## src/rtl/ks_voice_pkg.sv

```systemverilog
// Shared constants, codes and controller/datapath bundles for the plucked-string voice.
// No dependencies; every other file imports this package.
package ks_voice_pkg;

   localparam int MAX_LENGTH  = 512;
   localparam int LINE_ADDR_W = $clog2(MAX_LENGTH);

   localparam int MODE_W   = 2;
   localparam int LEN_W    = 10;
   localparam int MAG_W    = 16;
   localparam int SAMPLE_W = 16;
   localparam int GAIN_W   = 16;
   localparam int SEED_W   = 31;
   localparam int CLAMP_W  = (LINE_ADDR_W + 1 > LEN_W) ? LINE_ADDR_W + 1 : LEN_W;

   localparam logic [14:0]         PM_MULT     = 15'd16807;
   localparam logic [SEED_W-1:0]   SEED_RESET  = SEED_W'(1);
   localparam logic [GAIN_W-1:0]   GAIN_RESET  = 16'd32686;

   typedef logic [MODE_W-1:0] mode_type;
   localparam mode_type MODE_TICK     = 2'd0;
   localparam mode_type MODE_NOTE_ON  = 2'd1;
   localparam mode_type MODE_NOTE_OFF = 2'd2;

   localparam int CSR_ADDR_W = 3;
   localparam int CSR_DATA_W = 32;
   localparam logic [CSR_ADDR_W-3:0] CSR_IDX_DECAY_GAIN = 1'b0;

   // Controller -> datapath commands
   typedef struct packed {
      logic note_on;     // latch length, magnitude, rewind position
      logic fill_start;  // rewind fill index
      logic seed_mul;    // partial products of the seed
      logic seed_fold;   // fold products mod 2^31-1 into the seed
      logic fill_write;  // write one noise entry, step fill index
      logic line_read;   // read current and previous entries
      logic filt_mul;    // tap sum times gain
      logic write_back;  // write filtered value, load response, advance position
      logic emit_zero;   // load a zero response
   } ks_cmd_type;

   // Datapath -> controller status
   typedef struct packed {
      logic fill_last;
      logic out_free;
   } ks_stat_type;

endpackage

```

## src/rtl/ks_voice_ctrl.sv

```systemverilog
// Controller: request decode, voice phase and sequencing of fill and tick steps.
// Depends on ks_voice_pkg; drives ks_voice_dp through ks_cmd_type.
module ks_voice_ctrl (
   input  logic                              clock,
   input  logic                              reset,
   input  logic                              req_valid,
   input  logic [ks_voice_pkg::MODE_W-1:0]   req_mode,
   input  logic                              req_mag_zero,
   output logic                              req_ready,
   input  ks_voice_pkg::ks_stat_type         stat,
   output ks_voice_pkg::ks_cmd_type          cmd
);
   import ks_voice_pkg::*;

   localparam logic [2:0] ST_IDLE  = 3'd0;
   localparam logic [2:0] ST_FMUL  = 3'd1;
   localparam logic [2:0] ST_FFOLD = 3'd2;
   localparam logic [2:0] ST_FWR   = 3'd3;
   localparam logic [2:0] ST_RD    = 3'd4;
   localparam logic [2:0] ST_MUL   = 3'd5;
   localparam logic [2:0] ST_WB    = 3'd6;
   localparam logic [2:0] ST_EMIT  = 3'd7;

   localparam logic [1:0] PH_IDLE  = 2'd0;
   localparam logic [1:0] PH_ARMED = 2'd1;
   localparam logic [1:0] PH_SOUND = 2'd2;

   logic [2:0] state_ff, state_in;
   logic [1:0] phase_ff, phase_in;
   logic       accept;

   assign req_ready = (state_ff == ST_IDLE);
   assign accept    = req_valid && req_ready;

   always_comb begin
      state_in = state_ff;
      phase_in = phase_ff;
      cmd      = '0;
      unique case (state_ff)
         ST_IDLE: begin
            if (accept) begin
               unique case (req_mode)
                  MODE_NOTE_ON: begin
                     if (req_mag_zero) begin
                        phase_in = PH_IDLE;
                     end else begin
                        cmd.note_on = 1'b1;
                        phase_in    = PH_ARMED;
                     end
                  end
                  MODE_NOTE_OFF: begin
                     phase_in = PH_IDLE;
                  end
                  MODE_TICK: begin
                     if (phase_ff == PH_ARMED) begin
                        cmd.fill_start = 1'b1;
                        state_in       = ST_FMUL;
                     end else if (phase_ff == PH_SOUND) begin
                        state_in = ST_RD;
                     end else begin
                        state_in = ST_EMIT;
                     end
                  end
                  default: begin
                  end
               endcase
            end
         end
         ST_FMUL: begin
            cmd.seed_mul = 1'b1;
            state_in     = ST_FFOLD;
         end
         ST_FFOLD: begin
            cmd.seed_fold = 1'b1;
            state_in      = ST_FWR;
         end
         ST_FWR: begin
            cmd.fill_write = 1'b1;
            if (stat.fill_last) begin
               phase_in = PH_SOUND;
               state_in = ST_RD;
            end else begin
               state_in = ST_FMUL;
            end
         end
         ST_RD: begin
            cmd.line_read = 1'b1;
            state_in      = ST_MUL;
         end
         ST_MUL: begin
            cmd.filt_mul = 1'b1;
            state_in     = ST_WB;
         end
         ST_WB: begin
            if (stat.out_free) begin
               cmd.write_back = 1'b1;
               state_in       = ST_IDLE;
            end
         end
         ST_EMIT: begin
            if (stat.out_free) begin
               cmd.emit_zero = 1'b1;
               state_in      = ST_IDLE;
            end
         end
         default: begin
            state_in = ST_IDLE;
         end
      endcase
   end

   always_ff @(posedge clock) begin
      if (reset) begin
         state_ff <= ST_IDLE;
         phase_ff <= PH_IDLE;
      end else begin
         state_ff <= state_in;
         phase_ff <= phase_in;
      end
   end

endmodule

```

## config.mk

```make
export PLATFORM = sky130hd
export DESIGN_NAME = ks_voice_ctrl
export DESIGN_NICKNAME = d
export VERILOG_FILES = /design/src/rtl/ks_voice_pkg.sv /design/src/rtl/ks_voice_ctrl.sv
export SDC_FILE = /design/constraint.sdc
export NUM_CORES = 1
export LEC_CHECK = 0
export BUFFER_PORTS_ARGS = -buffer_cell sky130_fd_sc_hd__buf_2
export CAP_MARGIN = 20
export CORE_MARGIN = 5
export CORE_UTILIZATION = 30
export CTS_BUF_LIST = sky130_fd_sc_hd__clkbuf_16
export CTS_CLUSTER_SIZE = 14
export DETAILED_ROUTE_END_ITERATION = 12
export PLACE_DENSITY = 0.53
export SLEW_MARGIN = 20
export SYNTH_ARGS = -nofsm -noshare
export SYNTH_HDL_FRONTEND = slang
export SYNTH_SLANG_ARGS = --single-unit
export TNS_END_PERCENT = 30
```

## constraint.sdc

```tcl
create_clock -name clock -period 4.5 [get_ports clock]
set_input_delay 0.9 -clock clock [delete_from_list [all_inputs] [get_ports clock]]
set_output_delay 0.9 -clock clock [all_outputs]
set_load 0.01 [all_outputs]
```

==> reports/results.ini, run 1 <==
[run_status]
status=complete, no violations

[power_and_ir_drop]
power_switching_mw=0.1259
p_seq_frac=0.279
p_leak_nw=0.2441
pwr-share-comb=0.316
swShare=0.3526
clock_power_share=0.405
cellPowerDensity_nw_per_um2=635.6
irDropWorstVdd_uv=215.0
intPower_mw=0.2312

[global_routing]
track_usage=0.1053
grt_start_max_net_pins=18
antenna_found_initial=0
grt_pass1_wl_um=1593
first_global_vias=374
overflow=0

[sta]
setup_slack_ns=1.470
rsz0062_at_grt=no
slew_headroom=0.6679
fin_hold_ws_ns=0.5134
slew_viol_final=0
finalSetupViolCount=0
fin_setup_tns_ns=0
worstMarginPinSlew_ns=0.4975
fmax_mhz=330.0
min_period_over_period=0.6733
hold_violations=0
min_period_ns=3.030
finClkSkew_ns=0.002902

[cells_and_area]
drive_gt1_frac=0.3284
num_antenna_cells=0
final_cell_mix=buf_2, inv_1, dfxtp_1, nor3b_1, nor2_1
fin_area_um2=561.8
finalNonFillerCells=82
final_common_cell=buf_2
area_growth_pct=37.31
fillers=143
nets=78

[cts]
cts_hold_buf=0
clk_pin_slew_ns=0.03
htree_levels=1
numCtsBuffers=3
worstSkewPairLatency_ns=0.23
cts_tree=done
cts-root-buf=clkbuf_16
cts.sinks=5
cts_max_path_buffers=2
postCtsSetupBuffers=0
ctsResizeCount=0

[placed_design]
place_ws_ns=1.477
placed_cell_area_um2=483.0
place_inst=78
dp_hpwl_um=699.2
io_buffers=17
place.gp.congestion=0.7126

[floorplanning]
start_util=0.3144
num_rows=13
die_x_um=46.93
io_pins=18
core_um2=1301
die_area_um2=2202
die_h_um=46.93

[worst_setup_path]
crit_type=primary input to output port
reg2reg_from=state_ff[1]
worstPathArrival_ns=2.13
ff2ff_path_depth=3
start_kind=primary input
regToRegSetupSlack_ns=2.75
worstPathRequired_ns=3.60
critical_path.max_fanout=4
cp-end-kind=output port
r2r-end=phase_ff[0]

[routing]
route.met2.wl_um=379
drt_iter0_markers=15
ant_nets=0
routed-via-count=427
drc=0
wl_per_cell_um=11.93
firstDrtPassIters=4
highest_layer=met4
routed_via_density=5.207
routed_wl_um=978
wl_met3_um=115
met1_length_um=453

[min_path]
hold_path.class=flop to flop
whs_endpoint=phase_ff[1]
whs_path_depth=2
min_from=phase_ff[1]

[yosys]
synth_seq_cells=5
synth_simple_gate_area_frac=0.3364
synthMuxAreaShare=0.02446
yosysWarnings=0
async_flop_share=0
synth_xor_area_frac=0.02141
synth_compound_area_frac=0.2018
avgSynthCellArea_um2=8.022
seq_area_frac_synth=0.2446
syn_inst=51
synth_edf_count=0
synth_top_area_share=0.2446
synth-adder-area-share=0.06116
synth_top_family_by_area=simple AND/OR/NAND/NOR gates
post_synth_num_cell_types=27
synth_nets=61
yosys_most_used_dff=dfxtp_1
yosys.area.top_type=dfxtp_1
synth_area_leaders=dfxtp_1, nor3b_1, or4b_4
syn_area_um2=409.1

[run]
maxCapViolCount=0

## power groups by stage
stage / sequential, mW / combinational [mW] / clock, mW
final: 0.0997 / 0.113 / 0.145
after CTS: 0.0979 / 0.114 / 0.146
after detailed placement: 0.0987 / 0.113 / 0
after global placement: 0.0994 / 0.114 / 0
after floorplan: 0.0667 / 0.116 / 0
after global routing: 0.105 / 0.126 / 0.149
## cells in the mapped netlist (2+ instances only)
cell,count
or4b_4,2
nand2_1,2
ha_1,2
nor2_1,4
inv_1,4
nor3b_1,4
a211oi_1,2
nor3_1,3
nand4b_1,2
dfxtp_1,5
clkbuf_1,3
a21oi_1,3
## flip-flops by register name, summed over array words and instances, names as in the netlist
name	cells
state_ff	3
phase_ff	2
## metal layers
| layer | vias up | track usage |
|---|---|---|
| li1 | 219 | - |
| met1 | 183 | 0.1409 |
| met2 | 21 | 0.1328 |
| met3 | 4 | 0.03831 |
| met4 | 0 | 0.08287 |
| met5 | - | 0 |
## cell families after synthesis
family                     after synthesis
buffers and inverters                    9
xor gates and xnor gates                 1
muxes                                    1
AOI/OAI and AO/OA                       12
DFF                                      5
adders and majority gates                2
and+or+nand+nor                         21
## worst max path at each step
stage,start,to,depth (start not counted)
final,req_valid,cmd[8],5
after global routing,req_valid,cmd[8],5
after CTS,req_valid,cmd[8],5
after detailed placement,req_valid,cmd[8],5
after global placement,req_valid,cmd[8],5
after floorplan,req_valid,cmd[8],3
## cell type report
| class | instances | area, um^2 | share of cell area |
|---|---|---|---|
| clock inverters | 1 | 3.754 | 0.006682 |
| multi-input cells | 37 | 264.0 | 0.4699 |
| clock buffers | 3 | 75.07 | 0.1336 |
| well taps | 15 | 18.77 | 0.03341 |
| repair buffers | 17 | 85.08 | 0.1514 |
| flip-flops and latches | 5 | 100.1 | 0.1782 |
| inverters | 4 | 15.01 | 0.02673 |
## critical path, cell delays in order
cell	delay [ns]
buf_2	0.08
or4b_4	0.47
or4b_4	0.50
inv_1	0.06
buf_2	0.12
## stage by stage
stage,utilization,power (mW)
after floorplan,-,0.1829
after CTS,0.4317,0.3578
after global routing,0.4317,0.3793
after detailed placement,0.3712,0.2117
after global placement,0.3712,0.2129
final,0.4317,0.3571
No activity file was read; power rests on OpenSTA's default activity.
==> inputs of run 2 (changes only) <==
- clock period: 4.5 -> 2.8 ns (I/O delays scaled with it)
==> run 2 against run 1 <==
Setup slack got worse by 1.2 ns. Worst hold slack got worse by 0.0022 ns. Clock-buffer cell count unchanged. Flip-flop and latch count is the same. Utilization is 1.3 points higher. Clock power increased by 62%. Non-clock buffer count is 2 higher. Sequential share of layout area fell by 0.50 points. Total power up 66%. Combinational power rose by 100%.
==> reports/results.ini, run 2 (same netlist as run 1, synthesis figures left out) <==
[cells_and_area]
drive_gt1_frac=0.3623  ; +0.03396
final_common_cell=buf_2
multi_input_area_um2=264.0  ; unchanged
regMostFlops=state_ff
seqCellArea_um2=100.1  ; unchanged
final_cell_mix=buf_2, dfxtp_1, inv_1, nor3b_1, nor2_1
reg.largest.list=state_ff (3), phase_ff (2)
num_antenna_cells=0  ; unchanged
finish.utilization=0.4442  ; +0.01250
area_growth_pct=41.28
largest_reg_flops=3  ; unchanged
nets=80  ; +2.6%
fillers=145  ; +1.4%

[routing]
firstDrtPassIters=5  ; +1
routed_wl_um=1014  ; +3.7%
ant_nets=0  ; unchanged
drt_iter0_markers=3  ; -12
routed-via-count=426  ; -0.23%
routed_via_density=5.071  ; -2.6%
drc=0  ; unchanged
wl_per_cell_um=12.07  ; +1.2%

[sta]
min_period_ns=2.508
slew_headroom=0.7075  ; +0.03965
rsz0062_at_grt=no
finClkSkew_ns=0.002621  ; -0.0002807 ns
worstMarginPinSlew_ns=0.4381  ; -0.05939 ns
hold_violations=0  ; unchanged
slew_viol_final=0  ; unchanged
fmax_mhz=398.8
fin_setup_tns_ns=0  ; unchanged
finalSetupViolCount=0  ; unchanged
min_period_over_period=0.8956

[cts]
ctsResizeCount=0  ; unchanged
cts_hold_buf=0  ; unchanged
numCtsBuffers=3  ; unchanged
cts_tree=done
worstSkewPairLatency_ns=0.23  ; about the same
htree_levels=1  ; unchanged
cts-root-buf=clkbuf_16
cts.sinks=5  ; unchanged
cts_max_path_buffers=2  ; unchanged
clk_pin_slew_ns=0.04  ; about the same
postCtsSetupBuffers=0  ; unchanged

[floorplanning]
start_util=0.3144  ; unchanged
die_area_um2=2202  ; unchanged
io_pins=18  ; unchanged
core_um2=1301  ; unchanged
num_rows=13  ; unchanged
die_x_um=46.93  ; unchanged
die_h_um=46.93  ; unchanged

[worst_setup_path]
worstPathArrival_ns=1.95  ; -0.18 ns
crit_type=flop to output port
crit_path_frequent_cell=or4b_4
worstPathRequired_ns=2.24  ; -1.36 ns
cp-end-kind=output port
start_kind=flop
critPathMaxStageDelay_ns=0.62  ; +0.12 ns
cpMaxStageDelayCell=or4b_4
critical_path.max_fanout=15  ; +11
crit_path_cell_trace=or4b_4 > or4b_4 > inv_1 > buf_2

[global_routing]
antenna_found_initial=0  ; unchanged
first_global_vias=400  ; +7.0%
grt_start_max_net_pins=17  ; -1
overflow=0  ; unchanged
track_usage=0.1070  ; +0.001632
grt_pass1_wl_um=1669  ; +4.8%

[power_and_ir_drop]
intPower_mw=0.3859  ; +67%
clock_power_share=0.397  ; -0.008
cellPowerDensity_nw_per_um2=1023  ; +61%
swShare=0.3475  ; -0.005187
irDropWorstVdd_uv=316.0  ; +47%
p_leak_nw=0.2531  ; +3.7%
p_seq_frac=0.215  ; -0.064
power_switching_mw=0.2055  ; +63%
pwr-share-comb=0.389  ; +0.073

[run_status]
status=complete, no violations

[placed_design]
dp_hpwl_um=748.5  ; +7.1%
io_buffers=17  ; unchanged
place.gp.congestion=0.7130  ; about the same

[min_path]
hold_path.class=flop to flop

[run]
maxCapViolCount=0  ; unchanged

==> run 2: worst max-delay path: cells and delay by family, from the launching register on <==
kind,cells,cell delay [ns]
and+or+nand+nor,2,1.12
DFF,1,0.43
buffers and inverters,2,0.18
==> run 2: per-layer routing <==
| metal | global-route usage | part of all wire |
|---|---|---|
| met5 | 0 | 0 |
| met4 | 0.03315 | 0.014 |
| met3 | 0.04981 | 0.068 |
| met2 | 0.1518 | 0.41 |
| met1 | 0.1435 | 0.51 |
==> run 2: layout make-up <==
class / instances / area share
Inverter: 4 / 0.02597
Clock inverter: 1 / 0.008658
Multi-Input combinational cell: 37 / 0.4567
Clock buffer: 3 / 0.1299
Tap cell: 15 / 0.03247
Sequential cell: 5 / 0.1732
Timing Repair Buffer: 19 / 0.1732
==> run 2: metrics by stage <==
| stage | hold slack, ns | worst slack, ns | area, um^2 | cells | power, mW |
|---|---|---|---|---|---|
| finish | 0.5112 | 0.2924 | 578.1 | 84 | 0.5914 |
| global placement | 0.5113 | 0.4506 | 498.0 | 80 | 0.3563 |
| CTS | 0.5059 | 0.2939 | 578.1 | 84 | 0.5960 |
| detailed placement | 0.4917 | 0.4467 | 498.0 | 80 | 0.3568 |
| global route | 0.5441 | 0.2150 | 578.1 | 84 | 0.6351 |
| floorplan | 0.4642 | 0.6340 | 409.1 | 51 | 0.2939 |
==> run 2: final timing paths <==
check | cells past startpoint | startpoint | to | slack (ns)
max reg2reg | 3 | state_ff[2] | phase_ff[0] | 1.05
min | 2 | phase_ff[1] | phase_ff[1] | 0.51
max | 4 | state_ff[2] | cmd[8] | 0.29
min reg2reg | 2 | phase_ff[1] | phase_ff[1] | 0.51
==> run 2: power groups by stage <==
stage	Combinational [mW]	Clock [mW]	Sequential [mW]
2_1_floorplan	0.187	0	0.107
3_3_place_gp	0.229	0	0.127
3_5_place_dp	0.230	0	0.127
4_1_cts	0.231	0.239	0.126
5_1_grt	0.256	0.245	0.134
6_report	0.230	0.235	0.127
==> inputs of run 3 (changes only) <==
==> constraint.sdc (replaced) <==
create_clock -name clock -period 3.25 [get_ports clock]
set_input_delay 0 -clock clock [delete_from_list [all_inputs] [get_ports clock]]
set_output_delay 0 -clock clock [all_outputs]
set_load 0.01 [all_outputs]
==> run 3 against run 2 <==
Sequential power is 9% higher. Die area did not move. Clock skew fell by 0.0013 ns. First-iteration DRC count is 67% lower. Critical path depth is the same. Routed wire length decreased by 7.1%. Highest routed layer unchanged.
==> reports/results.ini, run 3 (same netlist as run 1, synthesis figures left out) <==
[routing]
wl_met3_um=67  ; -2.9%
met1_length_um=518  ; +0.78%
drt_iter0_markers=1  ; -2
firstDrtPassIters=4  ; -1
routed_via_density=4.915  ; -3.1%
drc=0  ; unchanged
route.met2.wl_um=342  ; -18%
routed-via-count=403  ; -5.4%
ant_nets=0  ; unchanged
routed_wl_um=942  ; -7.1%
wl_per_cell_um=11.49  ; -4.8%
highest_layer=met4

[power_and_ir_drop]
cellPowerDensity_nw_per_um2=870.2  ; -15%
pwr-share-comb=0.316  ; -0.073
irDropWorstVdd_uv=320.9  ; +1.5%
power.total_mw=0.4889  ; -17%
p_seq_frac=0.282  ; +0.067
clock_power_share=0.401  ; +0.004
swShare=0.3458  ; -0.001657
power_switching_mw=0.1690  ; -18%
intPower_mw=0.3198  ; -17%
p_leak_nw=0.2441  ; -3.5%

[cells_and_area]
area_growth_pct=37.31
final_common_cell=buf_2
nets=78  ; -2.5%
multi_input_area_um2=264.0  ; unchanged
seqCellArea_um2=100.1  ; unchanged
reg.largest.list=state_ff (3), phase_ff (2)
largest_reg_flops=3  ; unchanged
fillers=148  ; +2.1%
final_cell_mix=buf_2, inv_1, dfxtp_1, nor3b_1, nor2_1
finalNonFillerCells=82  ; -2.4%
regMostFlops=state_ff
drive_gt1_frac=0.3284  ; -0.03396
num_antenna_cells=0  ; unchanged

[global_routing]
overflow=0  ; unchanged
grt_pass1_wl_um=1566  ; -6.2%
grt_start_max_net_pins=18  ; +1
first_global_vias=366  ; -8.5%
antenna_found_initial=0  ; unchanged
track_usage=0.1045  ; -0.002488

[sta]
rsz0062_at_grt=no
slew_viol_final=0  ; unchanged
fin_setup_tns_ns=0  ; unchanged
fmax_mhz=510.9
min_period_over_period=0.6022
min_period_ns=1.957
hold_violations=0  ; unchanged
slew_headroom=0.6574  ; -0.05012
fin_hold_ws_ns=0.01859  ; -0.4926 ns
finClkSkew_ns=0.001339  ; -0.001282 ns
finalSetupViolCount=0  ; unchanged
worstMarginPinSlew_ns=0.5132  ; +0.07508 ns

[min_path]
hold_path.class=primary input to flop

[floorplanning]
die_area_um2=2202  ; unchanged
die_x_um=46.93  ; unchanged
num_rows=13  ; unchanged
die_h_um=46.93  ; unchanged
start_util=0.3144  ; unchanged
io_pins=18  ; unchanged
core_um2=1301  ; unchanged

[worst_setup_path]
crit_path_cell_trace=or4b_4 > or4b_4 > inv_1 > buf_2
worstPathRequired_ns=3.25  ; +1.01 ns
cpMaxStageDelayCell=or4b_4
worstPathArrival_ns=1.96  ; about the same
start_kind=flop
critical_path.max_fanout=17  ; +2
crit_type=flop to output port
cp-end-kind=output port
crit_path_frequent_cell=or4b_4
critPathMaxStageDelay_ns=0.60  ; -0.02 ns

[cts]
cts_tree=done
htree_levels=1  ; unchanged
numCtsBuffers=3  ; unchanged
worstSkewPairLatency_ns=0.22  ; about the same
cts.sinks=5  ; unchanged
cts_max_path_buffers=2  ; unchanged
ctsResizeCount=0  ; unchanged
cts_hold_buf=0  ; unchanged
clk_pin_slew_ns=0.03  ; about the same
cts-root-buf=clkbuf_16
postCtsSetupBuffers=0  ; unchanged

[placed_design]
dp_hpwl_um=710.8  ; -5.0%
place_inst=78  ; -2.5%
io_buffers=17  ; unchanged
place.gp.congestion=0.6894  ; -3.3%

[run_status]
status=complete, no violations

[run]
maxCapViolCount=0  ; unchanged

-- run 3: cell types whose count changed in the layout (fill, tap and decap cells not counted) --
cell / delta
buf_4: -2
inv_1: +1
clkinv_2: -1
-- run 3: path summary, 6_finish.rpt --
check,cells past startpoint,start,slack [ns],to
setup reg to reg,3,state_ff[1],1.49,phase_ff[0]
hold reg to reg,2,phase_ff[1],0.52,phase_ff[1]
setup / recovery,4,state_ff[1],1.29,cmd[8]
hold / removal,2,reset,0.02,phase_ff[1]
-- run 3: cell type report --
class | instances | share of cell area
Clock buffer | 3 | 0.1336
Tap cell | 15 | 0.03341
Timing Repair Buffer | 17 | 0.1514
Multi-Input combinational cell | 37 | 0.4699
Inverter | 4 | 0.02673
Clock inverter | 1 | 0.006682
Sequential cell | 5 | 0.1782
-- run 3: through the flow --
stage               area (um^2)  worst slack (ns)    util
CTS                       561.8             1.301  0.4317
finish                    561.8             1.293  0.4317
global placement          483.0             1.529  0.3712
global route              561.8             1.229  0.4317
floorplan                 409.1             1.644       -
detailed placement        483.0             1.500  0.3712
-- run 3: routing by layer --
metal,vias up,GRT usage
li1,220,-
met1,167,0.1429
met4,0,0.06630
met3,2,0.04598
met2,14,0.1301
met5,-,0
-- run 3: critical path, delay by kind of cell (launching register included) --
kind | cells | cell delay [ns]
AND/OR/NAND/NOR | 2 | 1.09
buffers and inverters | 2 | 0.18
flip-flops | 1 | 0.46
-- run 3: power groups by stage --
stage	clock network (mW)	logic (mW)	registers, mW
floorplan	0	0.161	0.0924
global placement	0	0.158	0.135
detailed placement	0	0.155	0.136
CTS	0.197	0.157	0.136
global route	0.207	0.175	0.146
finish	0.196	0.155	0.138
